--- config.mk ---
export PLATFORM = sky130hd
export DESIGN_NAME = q32fx_div_stage
export DESIGN_NICKNAME = d
export VERILOG_FILES = /design/src/rtl/core/q32fx_pkg.sv /design/src/rtl/core/q32fx_div_stage.sv
export SDC_FILE = /design/constraint.sdc
export NUM_CORES = 1
export LEC_CHECK = 0
export BUFFER_PORTS_ARGS = -buffer_cell sky130_fd_sc_hd__clkbuf_2
export CORE_AREA = 2 2 226 228
export DETAILED_ROUTE_END_ITERATION = 16
export DIE_AREA = 0 0 228 230
export SLEW_MARGIN = 20
export SYNTH_ARGS = -nofsm -noshare
export SYNTH_HDL_FRONTEND = slang
export SYNTH_SLANG_ARGS = --single-unit
--- constraint.sdc ---
create_clock -name clk_i -period 15.7 [get_ports clk_i]
set_input_delay 3.925 -clock clk_i [delete_from_list [all_inputs] [get_ports clk_i]]
set_output_delay 3.925 -clock clk_i [all_outputs]
set_load 0.02 [all_outputs]
--- src/rtl/core/q32fx_pkg.sv ---
// ----------------------------------------------------------------------------
// q32fx_pkg
// Shared types and constants of the Q32.32 fixed-point arithmetic unit.
// ----------------------------------------------------------------------------
package q32fx_pkg;

  localparam int unsigned DATA_W    = 64;
  localparam int unsigned FRAC_W    = 32;
  localparam int unsigned DIV_NUM_W = DATA_W + FRAC_W;  // numerator bits walked
  localparam int unsigned DIV_BITS  = 2;                // quotient bits per stage
  localparam int unsigned CFG_IDX_W = 2;

  localparam logic [DATA_W-1:0] ONE_Q32 = 64'h0000_0001_0000_0000;

  localparam logic [CFG_IDX_W-1:0] REG_BAND_LOW  = 2'd0;
  localparam logic [CFG_IDX_W-1:0] REG_BAND_HIGH = 2'd1;

  typedef enum logic [3:0] {
    OP_ABS         = 4'd0,
    OP_MUL_Q32     = 4'd1,
    OP_DIV_Q32     = 4'd2,
    OP_QUANTIZE    = 4'd3,
    OP_CLAMP_UNIT  = 4'd4,
    OP_CLAMP_BAND  = 4'd5,
    OP_PHASE_DELTA = 4'd6,
    OP_MUL_Q63     = 4'd7,
    OP_MUL_LOW     = 4'd8,
    OP_FROM_INT    = 4'd9
  } op_e;

  // Restoring divider state between stages.
  typedef struct packed {
    logic [DATA_W-1:0]    rem;
    logic [DATA_W-1:0]    quo;
    logic [DIV_NUM_W-1:0] num;
    logic [DATA_W-1:0]    den;
  } div_t;

  // Per-item side data that travels next to the divider.
  typedef struct packed {
    op_e               op;
    logic [DATA_W-1:0] a;
    logic [DATA_W-1:0] b;
    logic              q_neg;
    logic              b_zero;
    logic [DATA_W-1:0] res;
  } side_t;

endpackage

--- src/rtl/core/q32fx_div_stage.sv ---
// ----------------------------------------------------------------------------
// q32fx_div_stage
// One registered stage of the unsigned restoring divider: StepBits quotient
// bits per stage.
// ----------------------------------------------------------------------------
module q32fx_div_stage #(
  parameter int unsigned StepBits = q32fx_pkg::DIV_BITS
) (
  input  logic              clk_i,
  input  logic              en_i,
  input  q32fx_pkg::div_t   div_i,
  output q32fx_pkg::div_t   div_o
);

  localparam int unsigned DW = q32fx_pkg::DATA_W;
  localparam int unsigned NW = q32fx_pkg::DIV_NUM_W;

  q32fx_pkg::div_t div_d, div_q;

  always_comb begin
    logic [DW:0]   t;
    logic [DW-1:0] r;
    logic [DW-1:0] q;
    logic [NW-1:0] n;
    r = div_i.rem;
    q = div_i.quo;
    n = div_i.num;
    t = '0;
    for (int i = 0; i < int'(StepBits); i++) begin
      t = {r, n[NW-1]};
      n = {n[NW-2:0], 1'b0};
      if (t >= {1'b0, div_i.den}) begin
        t = t - {1'b0, div_i.den};
        q = {q[DW-2:0], 1'b1};
      end else begin
        q = {q[DW-2:0], 1'b0};
      end
      r = t[DW-1:0];
    end
    div_d.rem = r;
    div_d.quo = q;
    div_d.num = n;
    div_d.den = div_i.den;
  end

  always_ff @(posedge clk_i) begin
    if (en_i) begin
      div_q <= div_d;
    end
  end

  assign div_o = div_q;

endmodule

==> run summary, run 1 <==
Mux contribution to synthesized area: 3.07%
CTS root buf: clkbuf_16
Gate power share: 38.6%
Number of hold buffers added after cts: 0
Minimum clock period: 11.54 ns
Slew HR: 31.4%
Routed Antenna Nets: 0
Max-slew violations: 0
Arr. time, crit path: 11.84 ns
Cts repair resizes: 0
Post-synth EDFFs: 286
Final setup violation count: 0
Layout cell share with drive strength beyond 1: 29.9%
Drt first pass iters: 7
CP Class: in -> reg
Io pins: 578
Pint: 1.84 mW
Total gr overflow: 0
Worst-Margin Slew: 1.01 ns
Unique masters post-synth: 88
Asr flop ratio synth: 0%
Final nets: 2,704
Top FF cell, synth: edfxtp_1
Most common cell after layout, fill and taps aside: clkbuf_2
Status: completed
Number of flip-flops in the largest register: 286
Vias/cell: 5.45
Setup slack after layout: 4.16 ns
WL/cell: 23.2 µm
Die Height: 230 µm
Post-Syn Area per Cell: 10.4 µm²
Post-synthesis compound-gate area fraction: 18.7%
First-pass GRT wire length: 99,600 µm
Final Hold Slack: 3.54 ns
Period utilisation layout: 73.5%
Synthesized netlist cell count: 1,740
Area growth syn-to-layout: 24.9%
Final WL: 69,100 µm
DRT iter0 DRCs: 1,186
GPL Wtd Cong: 0.958
Layout Utilization: 45.3%
Post-Synth XOR/XNOR Area: 5.28%
DRC errors left: 0
PortBufs: 573
Synth top area share: 47.5%
Cts bufs inserted: 34
Worst hold path type: in -> reg
Fin. Hold Viols: 0
Site Rows: 82
Worst Setup End Kind: flop
P per Cell Area: 129 nW/µm²
Setup Fix Bufs, Post-CTS: 0
Clock-pin transition on the worst setup and hold timing paths: 0.06 ns
Sw Pwr: 1.07 mW
Post-Syn Area: 18,100 µm²
Startpoint Class: input port
Die X: 228 µm
Sequential share of the synthesized area: 47.5%
Max Buffers Root-to-Sink: 3
Synth area leader: edfxtp_1
Worst slack at placement: 3.72 ns
Antenna violations before repair: 4
Hold_sp: div_i[75]
FF+latch count, synth: 286
Die ar.: 52,400 µm²
Via count: 16,200
Largest net degree at the start of global routing: 80
Worst setup path startpoint: div_i[32]
Synth Area in Simple Gates: 12.3%
Synth area leaders: edfxtp_1 (48%), ha_1 (8.9%), a21oi_1 (3.9%)
Max Fclk: 0.0867 GHz
Sw Ratio: 36.8%
Clock share of power: 26.4%
Initial Util: 36.2%
Most frequent cells in the layout: clkbuf_2 (572), edfxtp_1 (286), nand2_1 (187)
Post-Synth Adder-Cell Area: 9.08%
Static leakage: 9.97 nW
Reg power frac: 35.0%
Core footprint: 49,900 µm²
Maximum vdd drop: 0.0673 mV
CTS tree: yes
Clock Sinks: 286
Vias in the first global route: 15,700
H-tree depth: 2
Setup TNS: 0 ns
Worst Path Max Fanout: 79
Total track usage: 25.3%
Main combinational cell family by area after synthesis: compound AO/OA/AOI/OAI gates
Max-Cap Viols: 0
Synthesis Warnings: 0
RSZ-0062 raised after global routing: no
Worst Path Required: 16.00 ns
DP HPWL: 56,600 µm
## metal layers
| layer | GRT usage, % | wire length, µm | vias to the layer above |
|---|---|---|---|
| li1 | - | - | 7596 |
| met1 | 31.2 | 28300 | 7898 |
| met2 | 44.9 | 34400 | 644 |
| met3 | 4.60 | 4280 | 84 |
| met4 | 7.54 | 2040 | 4 |
| met5 | 0 | 31 | - |
## cell families (layout without fill, tap and decap cells)
| group | Yosys count | after routing |
|---|---|---|
| AOI/OAI and AO/OA | 524 | 524 |
| xor gates and xnor gates | 109 | 109 |
| adders and majority gates | 130 | 130 |
| buffers and inverters | 175 | 740 |
| DFF | 286 | 286 |
| muxes | 47 | 47 |
| other | 1 | 3 |
| and+or+nand+nor | 468 | 468 |
## synth_stat cells, types with 16 or more instances
| master | instances |
|---|---|
| a21oi_1 | 142 |
| mux2_2 | 23 |
| xor2_1 | 30 |
| a21o_1 | 69 |
| nand2_1 | 187 |
| nand4_1 | 33 |
| nor3_1 | 35 |
| a31oi_1 | 16 |
| xnor2_1 | 79 |
| nand3_1 | 30 |
| buf_2 | 18 |
| o21ai_0 | 137 |
| o21bai_1 | 27 |
| and3_1 | 18 |
| edfxtp_1 | 286 |
| clkbuf_1 | 42 |
| ha_1 | 128 |
| nor2_1 | 89 |
| inv_1 | 101 |
## power by group through the flow
stage	Sequential [mW]	Combinational, mW	Clock [mW]
3_5_place_dp	1.03	1.11	0
3_3_place_gp	1.03	1.11	0
2_1_floorplan	1.16	0.616	0
6_report	1.02	1.13	0.769
5_1_grt	1.03	1.22	0.819
4_1_cts	1.02	1.12	0.793
## stage by stage
step                      instances  total power [mW]  area (µm²)
final                          2979              2.91       22600
after global routing           2978              3.07       22600
after CTS                      2978              2.94       22600
after detailed placement       2920              2.15       21500
after global placement         2920              2.15       21500
after floorplan                1741              1.78       18100
## cell type report
| cell class | instances | area [µm²] |
|---|---|---|
| sequential | 286 | 8590 |
| inverter | 103 | 389 |
| clock buffer | 45 | 892 |
| multi-input combinational | 1280 | 8770 |
| fill | 4849 | 27300 |
| antenna | 1 | 2.50 |
| timing repair buffer | 579 | 2940 |
| clock inverter | 13 | 158 |
| tap | 672 | 841 |
## final timing paths
kind / cells past startpoint / endpoint / slack (ns)
setup / recovery: 25 / div_o[261] / 4.16
hold / removal: 1 / div_o[77] / 3.54
## worst max-delay path, stage by stage
cell       delay (ns)
clkbuf_2         0.10
inv_1            0.06
ha_1             0.51
nand3_1          0.17
nor3_1           0.36
nand4_1          0.22
a211oi_1         0.79
o31ai_1          0.28
o211a_2          0.26
o31a_2           0.55
buf_12           0.27
o21ai_0          0.44
ha_1             0.33
nor2b_1          0.15
o31a_1           0.29
o2111ai_1        0.25
a21oi_1          0.21
nor3_1           0.28
nor2_1           0.15
and4_1           0.26
o21a_1           0.26
nor4bb_4         0.32
buf_4            0.58
inv_4            0.28
mux2_2           0.38
Note: power is estimated with default switching activity, not from simulation.
==> run 2: changes to the inputs <==
- CORE_AREA: 2 2 226 228 -> 2 2 224 226
- DIE_AREA: 0 0 228 230 -> 0 0 226 228
- clock period: 15.7 -> 9.9 ns (I/O delays scaled with it)
==> run 2 against run 1 <==
Utilization rose by 2.7 points. Final cell count rose by 4.7%. Wire length rose by 0.86%. Via count rose by 1.4%. Worst hold slack got worse by 1.5 ns. Sequential share of layout area fell by 1.8 points. Critical endpoint is now div_o[244].
==> run summary, run 2 (same netlist as run 1, synthesis figures left out) <==
Status: completed
CTS root buf: clkbuf_16
Final nets: 2,841 (+5.1%)
Most frequent cells in the layout: clkbuf_2 (572), edfxtp_1 (286), nand2_1 (187)
Total track usage: 26.2% (+0.90 points)
Worst slack at placement: 0.424 ns (-3.30 ns)
Die ar.: 51,500 µm² (-1.7%)
Area growth syn-to-layout: 31.0%
Met3 WL: 4800 µm (+12%)
Highest metal used: met5
Maximum vdd drop: 0.116 mV (+73%)
Total gr overflow: 0 (unchanged)
CTS tree: yes
Via count: 16,400 (+1.4%)
Final setup violation count: 0 (unchanged)
Io pins: 578 (unchanged)
Cts repair resizes: 0 (unchanged)
DRT iter0 DRCs: 1,149 (-3.1%)
PortBufs: 573 (unchanged)
Most common cell after layout, fill and taps aside: clkbuf_2
Period utilisation layout: 90.8%
Arr. time, crit path: 9.28 ns (-2.56 ns)
Setup slack after layout: 0.906 ns (-3.25 ns)
Startpoint Class: input port
Setup TNS: 0 ns (unchanged)
Final Hold Slack: 2.08 ns (-1.46 ns)
Die X: 226 µm (-0.88%)
Number of hold buffers added after cts: 0 (unchanged)
Max Fclk: 0.111 GHz
CP peak stage delay: 0.53 ns (-0.26 ns)
Max-Cap Viols: 0 (unchanged)
Die Height: 228 µm (-0.87%)
Worst Path Max Fanout: 13 (-84%)
Antenna violations before repair: 7 (+3)
Vias in the first global route: 16,400 (+4.2%)
GPL Wtd Cong: 0.973 (+1.6%)
Area of the multi-input gates: 8770 µm² (unchanged)
Site Rows: 82 (unchanged)
Crit-path most repeated cell: a21oi_1
Routed length on met2: 34,200 µm (-0.81%)
Clock-pin transition on the worst setup and hold timing paths: 0.06 ns (about the same)
Wl on met1: 28,000 µm (-0.88%)
Max-slew violations: 0 (unchanged)
Slowest stage cell on the critical path: a221oi_1
Routed Antenna Nets: 0 (unchanged)
Worst Setup End Kind: flop
Crit-path leading delay family: compound AO/OA/AOI/OAI gates
Pwr Total: 4.83 mW (+66%)
Cts bufs inserted: 34 (unchanged)
Minimum clock period: 8.99 ns
Worst hold path type: in -> reg
DRC errors left: 0 (unchanged)
CP Buf/Inv Count: 4 (-1)
WL/cell: 22.3 µm (-3.7%)
CP Class: in -> reg
Fillers: 4,683 (-3.4%)
Clock Sinks: 286 (unchanged)
Core footprint: 49,300 µm² (-1.0%)
First-pass GRT wire length: 101,000 µm (+1.2%)
Vias/cell: 5.27 (-3.2%)
Layout cell share with drive strength beyond 1: 34.1% (+4.2 points)
DP HPWL: 58,000 µm (+2.3%)
Static leakage: 10.7 nW (+7.0%)
Largest net degree at the start of global routing: 102 (+28%)
RSZ-0062 raised after global routing: no
Reg area: 8590 µm² (unchanged)
Setup Fix Bufs, Post-CTS: 0 (unchanged)
Max Buffers Root-to-Sink: 3 (unchanged)
Initial Util: 36.6% (+0.38 points)
Layout Utilization: 48.0% (+2.7 points)
Worst-Margin Slew: 1.01 ns (-0.00895 ns)
Worst Path Required: 10.18 ns (-5.82 ns)
P per Cell Area: 204 nW/µm² (+58%)
Fin. Hold Viols: 0 (unchanged)
Drt first pass iters: 6 (-1)
H-tree depth: 2 (unchanged)
Slew HR: 32.9% (+1.5 points)
Number of flip-flops in the largest register: 286 (unchanged)
Final WL: 69,700 µm (+0.86%)
[run 2: cell types whose count changed in the layout (fill, tap and decap cells not counted)]
cell,before,now
buf_12,1,5
clkinvlp_4,1,4
clkinv_4,0,1
clkbuf_1,11,4
diode_2,1,2
clkinv_1,3,6
buf_4,5,138
clkinv_2,3,6
[run 2: where the power goes]
part / switching [mW] / internal, mW / total [mW]
logic: 1.18 / 0.801 / 1.98
clock network: 0.530 / 0.714 / 1.24
registers: 0.0523 / 1.56 / 1.61
total: 1.76 / 3.07 / 4.83
[run 2: path summary, 6_finish.rpt]
kind                       start         end  slack (ns)  cells after the start
worst max-delay path    div_i[0]  div_o[244]        0.91                     25
worst min-delay path  div_i[106]  div_o[108]        2.08                      1
[run 2: layout make-up]
cell class,count,share of cell area [%]
clock inverter,23,0.909
tap,672,3.55
antenna,2,0.0211
timing repair buffer,716,16.9
multi-input combinational,1280,37.0
clock buffer,38,3.66
inverter,103,1.64
sequential,286,36.3
[run 2: stage by stage]
| step | cells | instance area (µm²) |
|---|---|---|
| finish | 3120 | 23700 |
| global route | 3119 | 23700 |
| detailed placement | 3057 | 22600 |
| floorplan | 1741 | 18100 |
| global placement | 3057 | 22600 |
| CTS | 3118 | 23700 |
[run 2: metal layers]
layer | global-route usage (%) | up-vias
li1 | - | 7865
met3 | 5.76 | 117
met4 | 9.42 | 10
met1 | 31.4 | 7845
met2 | 45.8 | 612
met5 | 0 | -
==> run 3: changes to the inputs <==
- CELL_PAD_IN_SITES_DETAIL_PLACEMENT: unset -> 2
- CELL_PAD_IN_SITES_GLOBAL_PLACEMENT: unset -> 2
- CORE_AREA: 2 2 224 226 -> unset
- CORE_UTILIZATION: unset -> 29
- DIE_AREA: 0 0 226 228 -> unset
- PLACE_DENSITY_LB_ADDON: unset -> 0.1
==> run 3 against run 2 <==
Sequential cell count is the same. Critical path type unchanged. Non-clock buffer count grew 61. Worst setup slack lost 0.035 ns. Utilization shrank 8.4 points. Via count grew 3.0%. Global-route usage shrank 0.73 points.
==> run summary, run 3 (same netlist as run 1, synthesis figures left out) <==
Status: completed
Static leakage: 11.0 nW (+2.9%)
Total gr overflow: 0 (unchanged)
CP peak stage delay: 0.59 ns (+0.06 ns)
DRT iter0 DRCs: 675 (-41%)
Total track usage: 25.5% (-0.73 points)
Die Height: 252 µm (+10%)
Io pins: 578 (unchanged)
DRC errors left: 0 (unchanged)
Worst Path Required: 10.19 ns (about the same)
Startpoint Class: input port
Largest net degree at the start of global routing: 166 (+63%)
DP HPWL: 69,500 µm (+20%)
Non-filler instance count after layout: 3,349 (+7.3%)
Max-Cap Viols: 0 (unchanged)
Die ar.: 63,300 µm² (+23%)
Layout cell share with drive strength beyond 1: 35.5% (+1.4 points)
Setup TNS: 0 ns (unchanged)
Area growth syn-to-layout: 34.8%
Final nets: 2,904 (+2.2%)
Minimum clock period: 9.03 ns (+0.0347 ns)
Arr. time, crit path: 9.32 ns (+0.04 ns)
WL/cell: 24.8 µm (+11%)
Worst-Margin Slew: 1.09 ns (+0.0809 ns)
H-tree depth: 2 (unchanged)
RSZ-0062 raised after global routing: no
First-pass GRT wire length: 119,000 µm (+18%)
Hold depth: 1 (unchanged)
Worst slack at placement: 0.302 ns (-0.122 ns)
Hold_sp: div_i[93]
CP Class: in -> reg
Initial Util: 29.3% (-7.3 points)
Max Buffers Root-to-Sink: 3 (unchanged)
Pwr Total: 4.97 mW (+2.9%)
Crit-path most repeated cell: buf_4
Antenna violations before repair: 8 (+1)
Worst setup path startpoint: div_i[25]
Final Hold Slack: 2.10 ns (+0.0126 ns)
Period utilisation layout: 91.2% (+0.35 points)
Hold Path End: div_o[95]
Vias/cell: 5.06 (-4.0%)
Number of hold buffers added after cts: 0 (unchanged)
Routed Antenna Nets: 0 (unchanged)
Layout Utilization: 39.6% (-8.4 points)
P per Cell Area: 204 nW/µm² (about the same)
Drt first pass iters: 5 (-1)
CTS root buf: clkbuf_16
Cts repair resizes: 0 (unchanged)
Die X: 252 µm (+11%)
Most frequent cells in the layout: clkbuf_2 (572), edfxtp_1 (286), buf_4 (196)
Core footprint: 61,600 µm² (+25%)
Final WL: 83,200 µm (+19%)
Most common cell after layout, fill and taps aside: clkbuf_2
GPL Wtd Cong: 0.885 (-9.1%)
Setup slack after layout: 0.871 ns (-0.0347 ns)
Site Rows: 91 (+11%)
Final instance area: 24,400 µm² (+2.9%)
Worst Path Max Fanout: 35 (+22)
Max-slew violations: 0 (unchanged)
Slowest stage cell on the critical path: nor3_1
Worst Setup End Kind: flop
Clock-pin transition on the worst setup and hold timing paths: 0.06 ns (about the same)
Area after DPL: 23,300 µm² (+3.1%)
Final setup violation count: 0 (unchanged)
Worst hold path type: in -> reg
Setup Fix Bufs, Post-CTS: 0 (unchanged)
CTS tree: yes
Cts bufs inserted: 36 (+5.9%)
PortBufs: 573 (unchanged)
Maximum vdd drop: 0.118 mV (+1.2%)
Slew HR: 27.5% (-5.4 points)
Max Fclk: 0.111 GHz (-0.38%)
Dpl cells: 3,283 (+7.4%)
Vias in the first global route: 18,100 (+11%)
Fin. Hold Viols: 0 (unchanged)
Clock Sinks: 286 (unchanged)
Number of flip-flops in the largest register: 286 (unchanged)
Via count: 16,900 (+3.0%)
## run 3: layer usage
layer  global-route usage, %  vias up  share of wire [%]
li1                        -     7999                  -
met1                    28.6     8363                 39
met2                    46.1      471                 51
met3                    5.90      106                6.4
met4                    10.1        6                3.9
met5                       0        -              0.040
## run 3: how the worst max path moves through the flow
stage            endpoint  slack (ns)  cells past startpoint
2_1_floorplan  div_o[273]        1.71                     28
3_3_place_gp   div_o[239]        0.48                     26
3_5_place_dp   div_o[229]        0.30                     27
4_1_cts        div_o[229]        0.89                     27
5_1_grt        div_o[236]        0.58                     27
6_report       div_o[239]        0.87                     27
## run 3: where the power goes
part / internal (mW) / total (mW) / leakage (nW) / switching, mW
clock: 0.693 / 1.23 / 0.516 / 0.541
sequential: 1.56 / 1.61 / 2.80 / 0.0566
combinational: 0.854 / 2.12 / 7.65 / 1.27
## run 3: critical path, delay by kind of cell
family | cells | cell delay, ns
buf+inv | 7 | 1.13
compound gates | 8 | 1.97
mux | 1 | 0.37
fa+ha+maj | 2 | 0.64
simple gates | 9 | 2.67
## run 3: layout make-up
class	count	area (µm²)
fill	6759	37200
multi-input combinational	1280	8770
sequential	286	8590
timing repair buffer	777	4510
tap	837	1050
clock buffer	43	927
inverter	103	389
clock inverter	18	128
antenna	5	12.5
